**config.mk**
```make
export PLATFORM = sky130hd
export DESIGN_NAME = lcd_mode_and_scanline_timing
export DESIGN_NICKNAME = d
export VERILOG_FILES = /design/src/design/lmst_pkg.sv /design/src/design/lmst_step.sv /design/src/design/lmst_timing.sv /design/src/design/lcd_mode_and_scanline_timing.sv
export VERILOG_INCLUDE_DIRS = /design/src /design/src/design
export SDC_FILE = /design/constraint.sdc
export NUM_CORES = 1
export LEC_CHECK = 0
export ABC_AREA = 0
export BUFFER_PORTS_ARGS = -buffer_cell sky130_fd_sc_hd__buf_2
export CAP_MARGIN = 40
export CORE_MARGIN = 4
export CORE_UTILIZATION = 25
export CTS_CLUSTER_DIAMETER = 60
export DETAILED_ROUTE_END_ITERATION = 8
export PLACE_DENSITY = 0.47
export SLEW_MARGIN = 25
export SYNTH_ARGS = -nofsm -noshare
export SYNTH_HDL_FRONTEND = slang
export SYNTH_SLANG_ARGS = --single-unit
```
**constraint.sdc**
```tcl
create_clock -name clk -period 3.3 [get_ports clk]
set_input_delay 0.33 -clock clk [delete_from_list [all_inputs] [get_ports clk]]
set_output_delay 0.33 -clock clk [all_outputs]
set_load 0.02 [all_outputs]
```
**src/design/lcd_mode_and_scanline_timing_assert.svh**
```systemverilog
// ----------------------------------------------------------------------------
// LCD mode and scanline timing - assertion macros
// Shared concurrent assertion forms, clocked on clk, disabled in reset.
// ----------------------------------------------------------------------------
`ifndef LCD_MODE_AND_SCANLINE_TIMING_ASSERT_SVH
`define LCD_MODE_AND_SCANLINE_TIMING_ASSERT_SVH

// same-cycle implication
`define LMST_ASSERT_IMP(lbl, ante, cons, msg) \
  lbl: assert property (@(posedge clk) disable iff (!rst_n) (ante) |-> (cons)) \
    else $error(msg);

// next-cycle implication
`define LMST_ASSERT_NXT(lbl, ante, cons, msg) \
  lbl: assert property (@(posedge clk) disable iff (!rst_n) (ante) |=> (cons)) \
    else $error(msg);

`endif

```
**src/design/lmst_pkg.sv**
```systemverilog
// ----------------------------------------------------------------------------
// lmst_pkg
// Types and constants shared by the LCD mode and scanline timing block.
// ----------------------------------------------------------------------------
`timescale 1ns / 1ps
`default_nettype none

package lmst_pkg;

  localparam int CNT_W = 10;

  typedef enum logic [1:0] {
    MODE_HBLANK = 2'd0,
    MODE_VBLANK = 2'd1,
    MODE_OAM    = 2'd2,
    MODE_XFER   = 2'd3
  } mode_t;

  // bit positions in stat_int_enables
  localparam int EN_HBLANK = 0;
  localparam int EN_VBLANK = 1;
  localparam int EN_OAM    = 2;
  localparam int EN_COIN   = 3;

  localparam logic [7:0] VBLANK_LINE = 8'd144;
  localparam logic [7:0] LAST_LINE   = 8'd153;

  localparam logic signed [CNT_W-1:0] OAM_ABOVE = 10'sd376;
  localparam logic signed [CNT_W-1:0] XFER_FROM = 10'sd204;

  typedef struct packed {
    logic [7:0] cycles;
    logic       lcd_enable;
    logic [3:0] stat_int_enables;
    logic [7:0] ly_compare;
  } item_t;

  typedef struct packed {
    logic signed [CNT_W-1:0] cnt;
    logic [7:0]              line;
    mode_t                   mode;
    logic                    coin;
  } state_t;

  typedef struct packed {
    mode_t      mode;
    logic       coincidence;
    logic [7:0] scanline;
    logic       vblank_irq;
    logic       stat_irq;
    logic       draw_request;
    logic [7:0] draw_line;
  } result_t;

endpackage

`default_nettype wire

```
**src/design/lmst_step.sv**
```systemverilog
// ----------------------------------------------------------------------------
// lmst_step
// Next-state and result logic for one timing update request.
// ----------------------------------------------------------------------------
`timescale 1ns / 1ps
`default_nettype none

module lmst_step #(
  parameter int LINE_CYCLES = 456
) (
  input  wire lmst_pkg::item_t   item,
  input  wire lmst_pkg::state_t  st,
  output lmst_pkg::state_t       st_nxt,
  output lmst_pkg::result_t      res
);

  localparam logic signed [lmst_pkg::CNT_W-1:0] RELOAD =
    lmst_pkg::CNT_W'(LINE_CYCLES);

  lmst_pkg::mode_t             mode;
  logic                        want;
  logic                        coin;
  logic signed [lmst_pkg::CNT_W:0] diff;
  logic [7:0]                  nl;

  always_comb begin
    st_nxt           = st;
    res              = '0;
    mode             = lmst_pkg::MODE_HBLANK;
    want             = 1'b0;
    coin             = 1'b0;
    nl               = 8'(st.line + 8'd1);
    diff             = {st.cnt[lmst_pkg::CNT_W-1], st.cnt} -
                       $signed({3'b000, item.cycles});

    if (!item.lcd_enable) begin
      st_nxt.cnt  = RELOAD;
      st_nxt.line = 8'd0;
      st_nxt.mode = lmst_pkg::MODE_VBLANK;
    end else begin
      if (st.line >= lmst_pkg::VBLANK_LINE) begin
        mode = lmst_pkg::MODE_VBLANK;
        want = item.stat_int_enables[lmst_pkg::EN_VBLANK];
      end else if (st.cnt > lmst_pkg::OAM_ABOVE) begin
        mode = lmst_pkg::MODE_OAM;
        want = item.stat_int_enables[lmst_pkg::EN_OAM];
      end else if (st.cnt >= lmst_pkg::XFER_FROM) begin
        mode = lmst_pkg::MODE_XFER;
        want = 1'b0;
      end else begin
        mode = lmst_pkg::MODE_HBLANK;
        want = item.stat_int_enables[lmst_pkg::EN_HBLANK];
      end
      res.stat_irq = want && (mode != st.mode);
      st_nxt.mode  = mode;

      coin        = (st.line == item.ly_compare);
      st_nxt.coin = coin;
      if (coin && item.stat_int_enables[lmst_pkg::EN_COIN]) begin
        res.stat_irq = 1'b1;
      end

      if (diff <= 0) begin
        st_nxt.cnt = RELOAD;
        if (nl == lmst_pkg::VBLANK_LINE) begin
          st_nxt.line    = nl;
          res.vblank_irq = 1'b1;
        end else if (nl > lmst_pkg::LAST_LINE) begin
          st_nxt.line = 8'd0;
        end else begin
          // lines 1..143 are drawn, vblank lines 145..153 only advance
          st_nxt.line      = nl;
          res.draw_request = (nl < lmst_pkg::VBLANK_LINE);
          res.draw_line    = (nl < lmst_pkg::VBLANK_LINE) ? nl : 8'd0;
        end
      end else begin
        st_nxt.cnt = diff[lmst_pkg::CNT_W-1:0];
      end
    end

    res.mode        = st_nxt.mode;
    res.coincidence = st_nxt.coin;
    res.scanline    = st_nxt.line;
  end

endmodule

`default_nettype wire

```
**src/design/lmst_timing.sv**
```systemverilog
// ----------------------------------------------------------------------------
// lmst_timing
// Input register and timing state; one request is applied per advance.
// ----------------------------------------------------------------------------
`timescale 1ns / 1ps
`default_nettype none

module lmst_timing #(
  parameter int LINE_CYCLES = 456
) (
  input  wire                     clk,
  input  wire                     rst_n,
  input  wire                     load,
  input  wire lmst_pkg::item_t    item_in,
  input  wire                     advance,
  output logic                    item_valid,
  output lmst_pkg::result_t       res
);

  `include "lcd_mode_and_scanline_timing_assert.svh"

  logic              item_valid_r;
  lmst_pkg::item_t   item_r;
  lmst_pkg::state_t  st_r;
  lmst_pkg::state_t  st_nxt;

  lmst_step #(
    .LINE_CYCLES (LINE_CYCLES)
  ) u_step (
    .item   (item_r),
    .st     (st_r),
    .st_nxt (st_nxt),
    .res    (res)
  );

  always_ff @(posedge clk) begin
    if (!rst_n) begin
      item_valid_r <= 1'b0;
      st_r         <= '0;
    end else begin
      if (load) begin
        item_valid_r <= 1'b1;
      end else if (advance) begin
        item_valid_r <= 1'b0;
      end
      if (advance) begin
        st_r <= st_nxt;
      end
    end
  end

  always_ff @(posedge clk) begin
    if (load) begin
      item_r <= item_in;
    end
  end

  assign item_valid = item_valid_r;

  `LMST_ASSERT_IMP(a_line_range, 1'b1, st_r.line <= lmst_pkg::LAST_LINE,
    "scanline beyond last line")
  `LMST_ASSERT_IMP(a_cnt_range, 1'b1,
    st_r.cnt >= 0 && st_r.cnt <= lmst_pkg::CNT_W'(LINE_CYCLES),
    "line cycle counter out of range")
  `LMST_ASSERT_NXT(a_disable, advance && !item_r.lcd_enable,
    st_r.mode == lmst_pkg::MODE_VBLANK && st_r.line == 8'd0,
    "disabled display did not force mode 1 and line 0")

endmodule

`default_nettype wire

```
**src/design/lcd_mode_and_scanline_timing.sv**
```systemverilog
// ----------------------------------------------------------------------------
// lcd_mode_and_scanline_timing
// LCD status mode, scanline counter and status/vblank interrupt requests.
// ----------------------------------------------------------------------------
//  channel  | direction | handshake          | payload
//  in_      | input     | in_valid/in_stall  | cycles, lcd_enable, enables, compare
//  out_     | output    | out_valid/out_stall| mode, flags, scanline, irqs, draw
//
// One request per clock unless out_ stalls; a request passes the input register
// and then the result register, with the timing state updated as it leaves the input
// register. Reset (rst_n low, synchronous) clears the state to line 0,
// counter 0, mode 0. A stall on out_ holds the result register; the input
// register then fills and in_stall rises in the same cycle.
// ----------------------------------------------------------------------------
`timescale 1ns / 1ps
`default_nettype none

module lcd_mode_and_scanline_timing #(
  parameter int LINE_CYCLES = 456
) (
  input  wire        clk,
  input  wire        rst_n,
  input  wire        in_valid,
  output logic       in_stall,
  input  wire [7:0]  in_cycles,
  input  wire        in_lcd_enable,
  input  wire [3:0]  in_stat_int_enables,
  input  wire [7:0]  in_ly_compare,
  output logic       out_valid,
  input  wire        out_stall,
  output logic [1:0] out_mode,
  output logic       out_coincidence,
  output logic [7:0] out_scanline,
  output logic       out_vblank_irq,
  output logic       out_stat_irq,
  output logic       out_draw_request,
  output logic [7:0] out_draw_line
);

  `include "lcd_mode_and_scanline_timing_assert.svh"

  lmst_pkg::item_t    item_in;
  lmst_pkg::result_t  res;
  lmst_pkg::result_t  res_r;
  logic               out_valid_r;
  logic               item_valid;
  logic               out_free;
  logic               advance;
  logic               load;

  assign item_in.cycles           = in_cycles;
  assign item_in.lcd_enable       = in_lcd_enable;
  assign item_in.stat_int_enables = in_stat_int_enables;
  assign item_in.ly_compare       = in_ly_compare;

  assign out_free = !out_valid_r || !out_stall;
  assign advance  = item_valid && out_free;
  assign in_stall = item_valid && !out_free;
  assign load     = in_valid && !in_stall;

  lmst_timing #(
    .LINE_CYCLES (LINE_CYCLES)
  ) u_timing (
    .clk        (clk),
    .rst_n      (rst_n),
    .load       (load),
    .item_in    (item_in),
    .advance    (advance),
    .item_valid (item_valid),
    .res        (res)
  );

  always_ff @(posedge clk) begin
    if (!rst_n) begin
      out_valid_r <= 1'b0;
    end else if (out_free) begin
      out_valid_r <= advance;
    end
  end

  always_ff @(posedge clk) begin
    if (advance) begin
      res_r <= res;
    end
  end

  assign out_valid        = out_valid_r;
  assign out_mode         = res_r.mode;
  assign out_coincidence  = res_r.coincidence;
  assign out_scanline     = res_r.scanline;
  assign out_vblank_irq   = res_r.vblank_irq;
  assign out_stat_irq     = res_r.stat_irq;
  assign out_draw_request = res_r.draw_request;
  assign out_draw_line    = res_r.draw_line;

  `LMST_ASSERT_IMP(a_draw_line, out_valid_r && out_draw_request,
    out_draw_line == out_scanline && out_draw_line != 8'd0,
    "draw request for wrong line")
  `LMST_ASSERT_IMP(a_no_draw_zero, out_valid_r && !out_draw_request,
    out_draw_line == 8'd0, "draw line set without request")
  `LMST_ASSERT_IMP(a_vblank, out_valid_r && out_vblank_irq,
    out_scanline == lmst_pkg::VBLANK_LINE && !out_draw_request,
    "vblank request off line 144")

endmodule

`default_nettype wire

```
# Yosys cells after proc, flatten, opt, wreduce, memory -nomap -nowiden
# Index checks and enable logic that the tools add are counted.
dict set report word_totals {
  ff_bits 66
  input_bits 25
  output_inout_bits 24
  elab_cells 63
}
dict set report op_classes {
  add_sub_neg 2
  magnitude_cmp 6
  n_eq_ne 3
  n_mux 18
  bitwise_logic 3
  reduce_logical 14
}
# operator n
set op_table {}
lappend op_table {{two-way mux 8 bit} 3}
lappend op_table {{two-way mux 20 bit} 1}
lappend op_table {{less-or-equal comparator 11 x 1 -> 1 bit, second input constant} 1}
lappend op_table {{subtractor 10 x 9 -> 11 bit} 1}
lappend op_table {{greater-or-equal comparator 10 x 9 -> 1 bit, second input constant} 1}
lappend op_table {{greater-than comparator 10 bit, second input constant} 1}
lappend op_table {{two-way mux 10 bit} 1}
lappend op_table {{two-way mux 1 bit} 9}
lappend op_table {{adder 8 x 1 -> 8 bit, second input constant} 1}
lappend op_table {{== test 8 bit} 1}
lappend op_table {{== test 8 bit, second input constant} 1}
lappend op_table {{greater-or-equal comparator 8 bit, second input constant} 1}
lappend op_table {{greater-than comparator 8 bit, second input constant} 1}
lappend op_table {{< comparator 8 bit, second input constant} 1}
lappend op_table {{two-way mux 2 bit} 4}
lappend op_table {{logical AND 1 bit} 5}
lappend op_table {{OR reduction 5 bit} 1}
lappend op_table {{zero test 1 bit} 4}
lappend op_table {{OR reduction 4 bit} 1}
lappend op_table {{NOT 1 bit} 3}
lappend op_table {{inequality test 2 bit} 1}
lappend op_table {{AND reduction 2 bit} 1}
lappend op_table {{nonzero test 2 bit} 1}
lappend op_table {{logical OR 1 bit} 1}

# Logic depth before layout (Yosys ltp)
# Gate-level depths: netlist of run 1.
dict set report depth {
  word_depth 8
  depth_mapped 12
  ltp_nobuf 11
}

# Hierarchy
# Synthesis of run 1 repeated with hierarchy kept, for this count alone.
dict set report unflattened {
  cells_unflattened 345
  hier_area_um2 3713.6
}
# mod instances cells_each area_each_um2 seq_area_each_um2
set by_module_without_submodules {}
lappend by_module_without_submodules {lmst_step 1 225 1506.4 0.0}
lappend by_module_without_submodules {lmst_timing 1 92 1487.7 1071.0}
lappend by_module_without_submodules {lcd_mode_and_scanline_timing 1 28 719.4 680.7}

# Worst setup path before layout of run 1
# OpenSTA, ideal clock, no wires.
dict set report synth_timing {
  kind {reg2reg}
  from {register u_timing.st_r[11] (netlist bit)}
  to {register res_r, in the netlist out_scanline[7], data pin}
  setup_ps 254
  arrival_ps 2641
  t_required_ps 3046
  slack_ps 405
  stages_incl_launch_ff 13
  path_buffers 1
  period_less_slack_ps 2895
  path_cell_list {dfxtp_1 inv_1 ha_1 fa_1 and2b_1 o2111ai_1 a31o_2 a221oi_4 o2111ai_4 nand2_4 buf_12 nor2_1 o21a_1}
}
# element line_no
set synth_lines {}
lappend synth_lines {{start: declaration} lmst_timing.sv:24} ;# lmst_pkg::state_t st_r;
lappend synth_lines {{start signal: assignment} lmst_timing.sv:47} ;# st_r <= st_nxt;
lappend synth_lines {{end signal: assignment} lcd_mode_and_scanline_timing.sv:83} ;# res_r <= res;
lappend synth_lines {{end: declaration} lcd_mode_and_scanline_timing.sv:44} ;# lmst_pkg::result_t res_r;

# Final worst setup path of run 1
dict set report layout_timing {
  from {register u_timing.st_r[11] (netlist bit)}
  to {register res_r, in the netlist out_draw_line[5], data pin}
}
dict set report layout_via {
  elab_chain_len 4
}
# element line_no
set layout_rtl {}
lappend layout_rtl {{subtractor 10 x 9 -> 11 bit} lmst_step.sv:33} ;# diff = {st.cnt[lmst_pkg::CNT_W-1], st.cnt} -
lappend layout_rtl {{less-or-equal comparator 11 x 1 -> 1 bit} lmst_step.sv:63} ;# if (diff <= 0) begin
lappend layout_rtl {{NOT 1 bit (no source line)} -}
lappend layout_rtl {{OR reduction 5 bit (no source line)} -}
# No other way between the ends.
# A chain may end at the register's enable or synchronous reset.

==> results of run 1 <==
-- cell type report --
cell class	instances	area, um^2
repair buffers	54	285.3
inverters	28	105.1
flip-flops and latches	66	1752
fillers	1404	9170
clock buffers	9	225.2
clock inverters	7	78.83
multi-input cells	219	1511
well taps	176	220.2
-- layout by cell type (no fill, tap or decap), types with 4 or more instances in the layout --
master / instances
nor2b_1: 8
a21oi_1: 12
buf_4: 6
clkbuf_16: 9
dfxtp_1: 23
o22ai_1: 7
edfxtp_1: 43
and3_1: 4
xnor2_1: 15
inv_1: 27
ha_1: 11
nor2_1: 27
o31ai_1: 7
nand2b_1: 4
nor3_1: 6
o21ai_0: 7
nand4_1: 5
nand2_1: 26
clkinv_4: 4
buf_2: 48
nand3_1: 18
mux2i_1: 4
xor2_1: 4
-- per-stage QoR --
stage | instances | power (mW) | hold slack [ns]
after detailed placement | 543 | 1.178 | 0.4522
final | 559 | 2.129 | 0.1679
after floorplan | 325 | 1.114 | 0.4289
after global placement | 543 | 1.176 | 0.4485
after CTS | 559 | 2.159 | 0.1563
after global routing | 559 | 2.223 | 0.1534
-- logic make-up (layout without fill, tap and decap cells) --
logic type | after synthesis | in the layout | share of synthesized area, %
fa+ha+maj | 12 | 12 | 4.595
compound gates | 71 | 71 | 16.12
flops | 66 | 66 | 51.06
simple gates | 111 | 111 | 16.59
buf+inv | 40 | 98 | 4.960
mux | 6 | 6 | 1.823
xor+xnor | 19 | 19 | 4.850
-- registers in the layout, indices dropped and copies added (netlist names), 2 cells and up --
register and cells:
out_draw_line 8, out_mode 2, out_scanline 8, u_timing.item_r 21, u_timing.st_r 21
-- Yosys cell counts (2+ instances only) --
cell type | instances | area share [%]
a21boi_0 | 2 | 0.44
a21o_1 | 2 | 0.44
a21oi_1 | 12 | 1.8
a31o_2 | 2 | 0.51
a31oi_1 | 3 | 0.55
and3_1 | 4 | 0.73
clkbuf_1 | 10 | 1.1
dfxtp_1 | 23 | 13
edfxtp_1 | 43 | 38
ha_1 | 11 | 4.0
inv_1 | 27 | 3.0
mux2_2 | 2 | 0.66
mux2i_1 | 4 | 1.2
nand2_1 | 26 | 2.8
nand2b_1 | 4 | 0.73
nand3_1 | 18 | 2.6
nand4_1 | 5 | 0.91
nor2_1 | 27 | 3.0
nor2b_1 | 9 | 1.6
nor3_1 | 6 | 0.88
o2111ai_1 | 2 | 0.51
o211ai_1 | 3 | 0.66
o21a_1 | 3 | 0.66
o21ai_0 | 7 | 1.0
o21ai_1 | 2 | 0.29
o221ai_1 | 3 | 0.77
o22ai_1 | 7 | 1.3
o31ai_1 | 7 | 1.5
xnor2_1 | 15 | 3.8
xor2_1 | 4 | 1.0
-- worst paths after layout --
check,end,slack (ns),start,depth (start not counted)
max reg2reg,out_draw_line[5],0.15,u_timing.st_r[11],11
min,u_timing.item_r[4],0.17,in_ly_compare[4],1
min reg2reg,u_timing.st_r[0],0.46,u_timing.st_r[0],2
max,out_draw_line[5],0.15,u_timing.st_r[11],11
-- power breakdown --
part	internal (mW)	switching [mW]
clock network	0.591	0.380
logic	0.0817	0.138
registers	0.917	0.0211
total	1.59	0.539
-- layer usage --
layer	vias to the layer above	wire length [um]	global-route usage, %
li1	1289	-	-
met1	1201	3898	14.02
met2	44	3635	16.13
met3	12	254	2.345
met4	0	187	4.974
met5	-	0	0
==> metrics.txt, run 1 <==
worst setup margin=0.1522 ns; vias per inst=4.555; MaxCap Viol Count=0; Root Buffer=clkbuf_16; HPWL Detailed=about 5800 um; Syn Nets=roughly 360; Syn Inst Count=around 330; share of layout cells above drive strength 1=22.45%; Critical path buffers and inverters=1; Setup Viol. Count Final=0; peak supply drop=0.2785 mV; # rows=42; Slew Limit Fails=0; Post-CTS Setup Bufs=0; Syn-to-layout area delta=21.77%; CP max FO=18; H-tree levels=3; Die ar.=approximately 0.016 mm^2; clk_skew=about 0.0063 ns; chip width=125.1 um; Num CTS Buffers=9; Port Buf Inserts=48; min Tclk post-route=3.148 ns; WS Path Type=reg2reg; arrival time worst endpoint=between 3 and 4 ns; Syn. warnings=0; Mean Syn Cell Area=10.56 um^2; status=finished clean; RSZ-0062 raised after global routing=yes; crit path launch type=register; fin area=about 0.0042 mm^2; Post-DP Area=0.003874 mm^2; GR Util All Layers=10.49%; Post-route DRC=0; Worst path max stage delay=0.40 ns; worst endpoint required time=3.51 ns; flops & latches, synth=66; die height=between 100 and 150 um; pwr dens=around 510 mW/mm^2; drt initial violations=153; cell area after synthesis=0.003431 mm^2; Ports=a little under 50; Placer Congestion=0.8201; CP endpoint kind=register; pre-CTS setup slack=between 0.15 and 0.2 ns; post-layout util=31.30%; hold buffers post-CTS=0; worst-skew pair later-pin latency=0.34 ns; sequential share of the synthesized area=between 50% and 60%; first-pass GRT wire length=between 10000 and 15000 um; crit-path cells=inv_1, ha_1, fa_1, and2b_1, o2111ai_1, a31o_2, a221oi_4, o2111ai_4, nand2_4, o211ai_4, o21ba_1; Yosys cell types=62; TNS Setup=0 ns; Leakage=1.653 nW; slowest stage cell on the critical path=fa_1; Initial Utilization=25.70%; NumNets Final=415; WL per Instance=14.27 um; Pre-antenna DRT Iters=4; Core Region=around 0.013 mm^2; number of global-route vias before repair=2577; final-report hold violation count=0; CTS clk-pin slew, worst paths=0.06 ns; CTS sink cnt=66; ANT nets after route=0; fin crit share=a little over nine tenths; number of diodes=0; initial antenna violation count=0; FMAX=317.7 MHz; Async S/R FF share, synth=0%; slew at the pin closest to its max-slew limit=roughly 0.8 ns; Vias=between 2000 and 3000; Post-synth EDFFs=43; pin count of the biggest net entering global routing=31; grt ovf=0; routed wire length=approximately 8000 um; worst rel slew slack=47.63%; worst hold path type=in2reg; CTS tree=done; Clock Path Buffers=2; post-cts resize count=0; Crit path max-delay family=compound AO/OA/AOI/OAI gates; top_reg_cell synth=edfxtp_1
No activity file was read; power rests on OpenSTA's default activity.
==> run 2, diff against run 1 <==
- CORE_UTILIZATION: 25 -> 50
- PLACE_DENSITY: 0.47 -> 0.77
==> run 2 against run 1 <==
Effect of this change: first-iteration DRC count up 53%; wire length down 11%; fmax up 1.7%; total power down 18%; register-to-register slack better by 0.05 ns; sequential power about the same; critical path depth unchanged; worst setup slack better by 0.051 ns; clock-buffer cell count up 1; critical endpoint is now out_scanline[4]; highest routed layer unchanged.
==> metrics.txt, run 2 (synthesized netlist as in run 1, its figures left out) <==
H-tree levels=3; Setup Viol. Count Final=0; first-pass GRT wire length=between 10000 and 15000 um; NumNets Final=~410; grt ovf=0; Core Region=~0.0065 mm^2; vias per inst=5.694; slew at the pin closest to its max-slew limit=a little over 0.7 ns; Placer Congestion=0.8792; Root Buffer=clkbuf_8; WL per Instance=about 15 um; CP max FO=18; worst-skew pair later-pin latency=0.35 ns; most frequent cells in the layout=48 x buf_2, 43 x edfxtp_1, 27 x inv_1, 27 x nor2_1, 26 x nand2_1; MaxCap Viol Count=0; Filler Cells Inserted=531; Clock Path Buffers=2; fin crit share=93.83%; TNS Setup=0 ns; worst hold path type=in2reg; Hold Path Origin=in_ly_compare[4]; arrival time worst endpoint=3.20 ns; hold buffers post-CTS=0; die height=between 90 and 100 um; number of diodes=0; min Tclk post-route=3.096 ns; Post-route DRC=0; RSZ-0062 raised after global routing=no; crit path launch type=register; Initial Utilization=52.82%; CTS tree=done; status=finished clean; Vias=2608; Leakage=1.580 nW; Die ar.=0.008251 mm^2; RR Startpoint=u_timing.st_r[11]; CP endpoint kind=register; CTS sink cnt=66; routed wire length=7076 um; Pre-antenna DRT Iters=5; HPWL Detailed=5098 um; worst setup margin=0.2036 ns; final-report hold violation count=0; peak supply drop=0.2991 mV; WS Path Type=reg2reg; chip width=slightly above 90 um; Ports=49; initial antenna violation count=0; worst endpoint required time=3.40 ns; drt initial violations=234; # rows=29; commonest non-fill, non-tap cell in the layout=buf_2; largest registers=u_timing.item_r x21, u_timing.st_r x21; GR Util All Layers=17.48%; Syn-to-layout area delta=14.08%; Post-CTS Setup Bufs=0; share of layout cells above drive strength 1=21.52%; Worst Setup SP=u_timing.st_r[11]; number of global-route vias before repair=2408; Num CTS Buffers=9; pin count of the biggest net entering global routing=31; Slew Limit Fails=0; worst rel slew slack=approximately half; Port Buf Inserts=48; pwr dens=between 400 and 500 mW/mm^2; pre-CTS setup slack=0.1879 ns; CTS clk-pin slew, worst paths=0.07 ns; reg2reg setup slack=0.20 ns; clk_skew=0.01030 ns; FMAX=around 320 MHz; post-layout util=60.26%; ANT nets after route=0
## run 2: changes by cell type in the layout (fill, tap and decap cells not counted), sizes merged
cell and delta:
buf -2, bufinv -1, clkbuf +1, clkinvlp +1, inv -1
## run 2: final cells by class
type | count | area [um^2] | share of cell area [%]
Timing Repair Buffer | 52 | 277.8 | 7.097
Clock inverter | 6 | 35.03 | 0.8951
Multi-Input combinational cell | 219 | 1520 | 38.84
Tap cell | 77 | 96.34 | 2.462
Sequential cell | 66 | 1752 | 44.76
Inverter | 28 | 105.1 | 2.685
Clock buffer | 10 | 127.6 | 3.261
## run 2: power breakdown
| group | total [mW] | internal [mW] | switching (mW) |
|---|---|---|---|
| logic | 0.218 | 0.0829 | 0.135 |
| clock network | 0.579 | 0.267 | 0.312 |
| registers | 0.939 | 0.916 | 0.0224 |
## run 2: worst paths after layout
| path | end | depth (start not counted) |
|---|---|---|
| max | out_scanline[4] | 11 |
| min | u_timing.item_r[4] | 1 |
| min reg2reg | u_timing.st_r[0] | 2 |
| max reg2reg | out_scanline[4] | 11 |
## run 2: per-layer routing
| layer | wire [um] | global-route usage (%) | part of all wire (%) | vias to the layer above |
|---|---|---|---|---|
| li1 | - | - | - | 1279 |
| met1 | 3271 | 24.06 | 46 | 1201 |
| met2 | 3184 | 25.88 | 45 | 116 |
| met3 | 518 | 5.750 | 7.3 | 12 |
| met4 | 102 | 5.905 | 1.4 | 0 |
| met5 | 0 | 0 | 0 | - |
## run 2: worst max-delay path, stage by stage (launching register included)
cell       delay, ns
dfxtp_1         0.36
inv_1           0.06
ha_1            0.21
fa_1            0.39
and2b_1         0.28
o2111ai_1       0.17
a31o_2          0.32
a221oi_4        0.31
o2111ai_4       0.24
nand2_8         0.21
mux2i_1         0.23
nor2b_1         0.07
## run 2: metrics by stage
step / instance area (um^2) / cells / total power [mW] / hold WS, ns
finish: 3914 / 458 / 1.736 / 0.1489
global route: 3914 / 458 / 1.811 / 0.1333
CTS: 3905 / 458 / 1.743 / 0.1425
detailed placement: 3742 / 442 / 1.172 / 0.4573
global placement: 3727 / 441 / 1.164 / 0.4519
floorplan: 3431 / 325 / 1.114 / 0.4289
## run 2: timing repair
item / CTS / global route
hold endpoints to repair: 0 / 0
resized for setup: 0 / 1
setup endpoints to repair: 0 / 2
==> run 3, diff against run 2 <==
- clock period: 3.3 -> 3.65 ns (I/O delays scaled with it)
==> run 3 against run 2 <==
Effect of this change: final cell count shrank 0.22%; worst setup slack gained 0.31 ns; highest routed layer unchanged; largest power group unchanged; critical path depth is the same; sequential share of layout area shrank 0.086 points; total power shrank 5.7%; clock skew is essentially flat; largest cell class unchanged.
==> metrics.txt, run 3 (synthesized netlist as in run 1, its figures left out) <==
status=finished clean; Initial Utilization=approximately 53%; worst endpoint required time=3.87 ns; # rows=29; Syn-to-layout area delta=14.30%; Worst path max stage delay=between 0.3 and 0.4 ns; final-report hold violation count=0; Pre-antenna DRT Iters=5; TNS Setup=0 ns; worst rel slew slack=50.99%; GR Util All Layers=17.64%; Vias=~2600; NumNets Final=412; RSZ-0062 raised after global routing=no; routed wire length=6947 um; peak supply drop=between 0.2 and 0.3 mV; post-cts resize count=0; vias per inst=between 5 and 6; Setup Viol. Count Final=0; slew at the pin closest to its max-slew limit=0.7351 ns; min Tclk post-route=3.133 ns; MaxCap Viol Count=0; Num CTS Buffers=9; largest registers=u_timing.item_r x21, u_timing.st_r x21; first-pass GRT wire length=11680 um; worst-skew pair later-pin latency=0.35 ns; ANT nets after route=0; Leakage=1.580 nW; grt ovf=0; most frequent cells in the layout=48 x buf_2, 43 x edfxtp_1, 27 x inv_1, 27 x nor2_1, 26 x nand2_1; Port Buf Inserts=48; Critical path buffers and inverters=1; Post-CTS Setup Bufs=0; initial antenna violation count=0; share of layout cells above drive strength 1=a little over a fifth; drt initial violations=around 170; CP endpoint kind=register; pre-CTS setup slack=between 0.5 and 0.6 ns; commonest non-fill, non-tap cell in the layout=buf_2; Post-route DRC=0; Core Region=0.006495 mm^2; Root Buffer=clkbuf_8; number of global-route vias before repair=between 2000 and 2500; crit-path cells=inv_1, ha_1, fa_1, and2b_1, o2111ai_1, a31o_2, a221oi_4, o2111ai_4, nand2_4, o211ai_4, o21ba_1; crit path launch type=register; pin count of the biggest net entering global routing=31; worst hold path type=in2reg; number of diodes=0; chip width=90.84 um; die height=90.84 um; pwr dens=417.4 mW/mm^2; CTS tree=done; fin crit share=85.85%; Ports=49; arrival time worst endpoint=3.35 ns; CTS clk-pin slew, worst paths=0.07 ns; hold buffers post-CTS=0; Clock Path Buffers=2; HPWL Detailed=5043 um; FMAX=about 320 MHz; H-tree levels=3; Placer Congestion=a little under 0.9; Slew Limit Fails=0; WS Path Type=reg2reg; CTS sink cnt=66; WL per Instance=around 15 um; CP max FO=18; Die ar.=~0.0083 mm^2; worst setup margin=0.5165 ns; slowest stage cell on the critical path=fa_1; clk_skew=roughly 0.01 ns; Crit path max-delay family=compound AO/OA/AOI/OAI gates
==> run 3: cell count changes in the layout (fill, tap and decap cells not counted), sizes merged <==
cell,delta
clkinv,-2
buf,-1
bufinv,+1
clkinvlp,+1
==> run 3: per-stage QoR <==
stage | hold slack (ns) | cells | cell area, um^2 | power, mW | util (%)
CTS | 0.1758 | 457 | 3921 | 1.650 | 60.37
global route | 0.1740 | 457 | 3921 | 1.700 | 60.37
floorplan | 0.4338 | 325 | 3431 | 1.007 | -
finish | 0.1868 | 457 | 3921 | 1.637 | 60.37
global placement | 0.4512 | 440 | 3720 | 1.052 | 57.27
detailed placement | 0.4586 | 441 | 3735 | 1.061 | 57.50
==> run 3: routing by layer <==
metal / vias up / wire length (um) / track usage, %
met3: 8 / 382 / 3.917
met5: - / 0 / 0
met1: 1198 / 3322 / 24.17
li1: 1281 / - / -
met2: 78 / 3126 / 27.05
met4: 0 / 114 / 7.161
==> run 3: worst reg2reg max path, cell delays in order (launching register included) <==
cell and delay, ns:
dfxtp_1 0.35, inv_1 0.05, ha_1 0.21, fa_1 0.39
and2b_1 0.28, o2111ai_1 0.17, a31o_2 0.32, a221oi_4 0.31
o2111ai_4 0.22, nand2_4 0.27, o211ai_4 0.17, o21ba_1 0.27
==> run 3: path summary, 6_finish.rpt <==
| kind | start | slack [ns] | cells after the start | endpoint |
|---|---|---|---|---|
| setup / recovery | u_timing.st_r[11] | 0.52 | 11 | out_draw_line[5] |
| hold / removal | in_ly_compare[4] | 0.19 | 1 | u_timing.item_r[4] |
| setup reg to reg | u_timing.st_r[11] | 0.52 | 11 | out_draw_line[5] |
| hold reg to reg | u_timing.st_r[0] | 0.47 | 2 | u_timing.st_r[0] |
==> run 3: final cells by class <==
cell class	instances	area [um^2]
Inverter	28	105.1
Tap cell	77	96.34
Sequential cell	66	1752
Timing Repair Buffer	51	270.3
Clock buffer	10	127.6
Clock inverter	6	58.81
Fill cell	518	2574
Multi-Input combinational cell	219	1511
==> run 3: power breakdown <==
group          leakage [nW]  switching (mW)  internal (mW)  total [mW]
sequential            0.605          0.0205          0.828       0.849
clock                0.0897           0.282          0.311       0.593
combinational         0.885           0.121         0.0738       0.195
total                  1.58           0.424           1.21        1.64
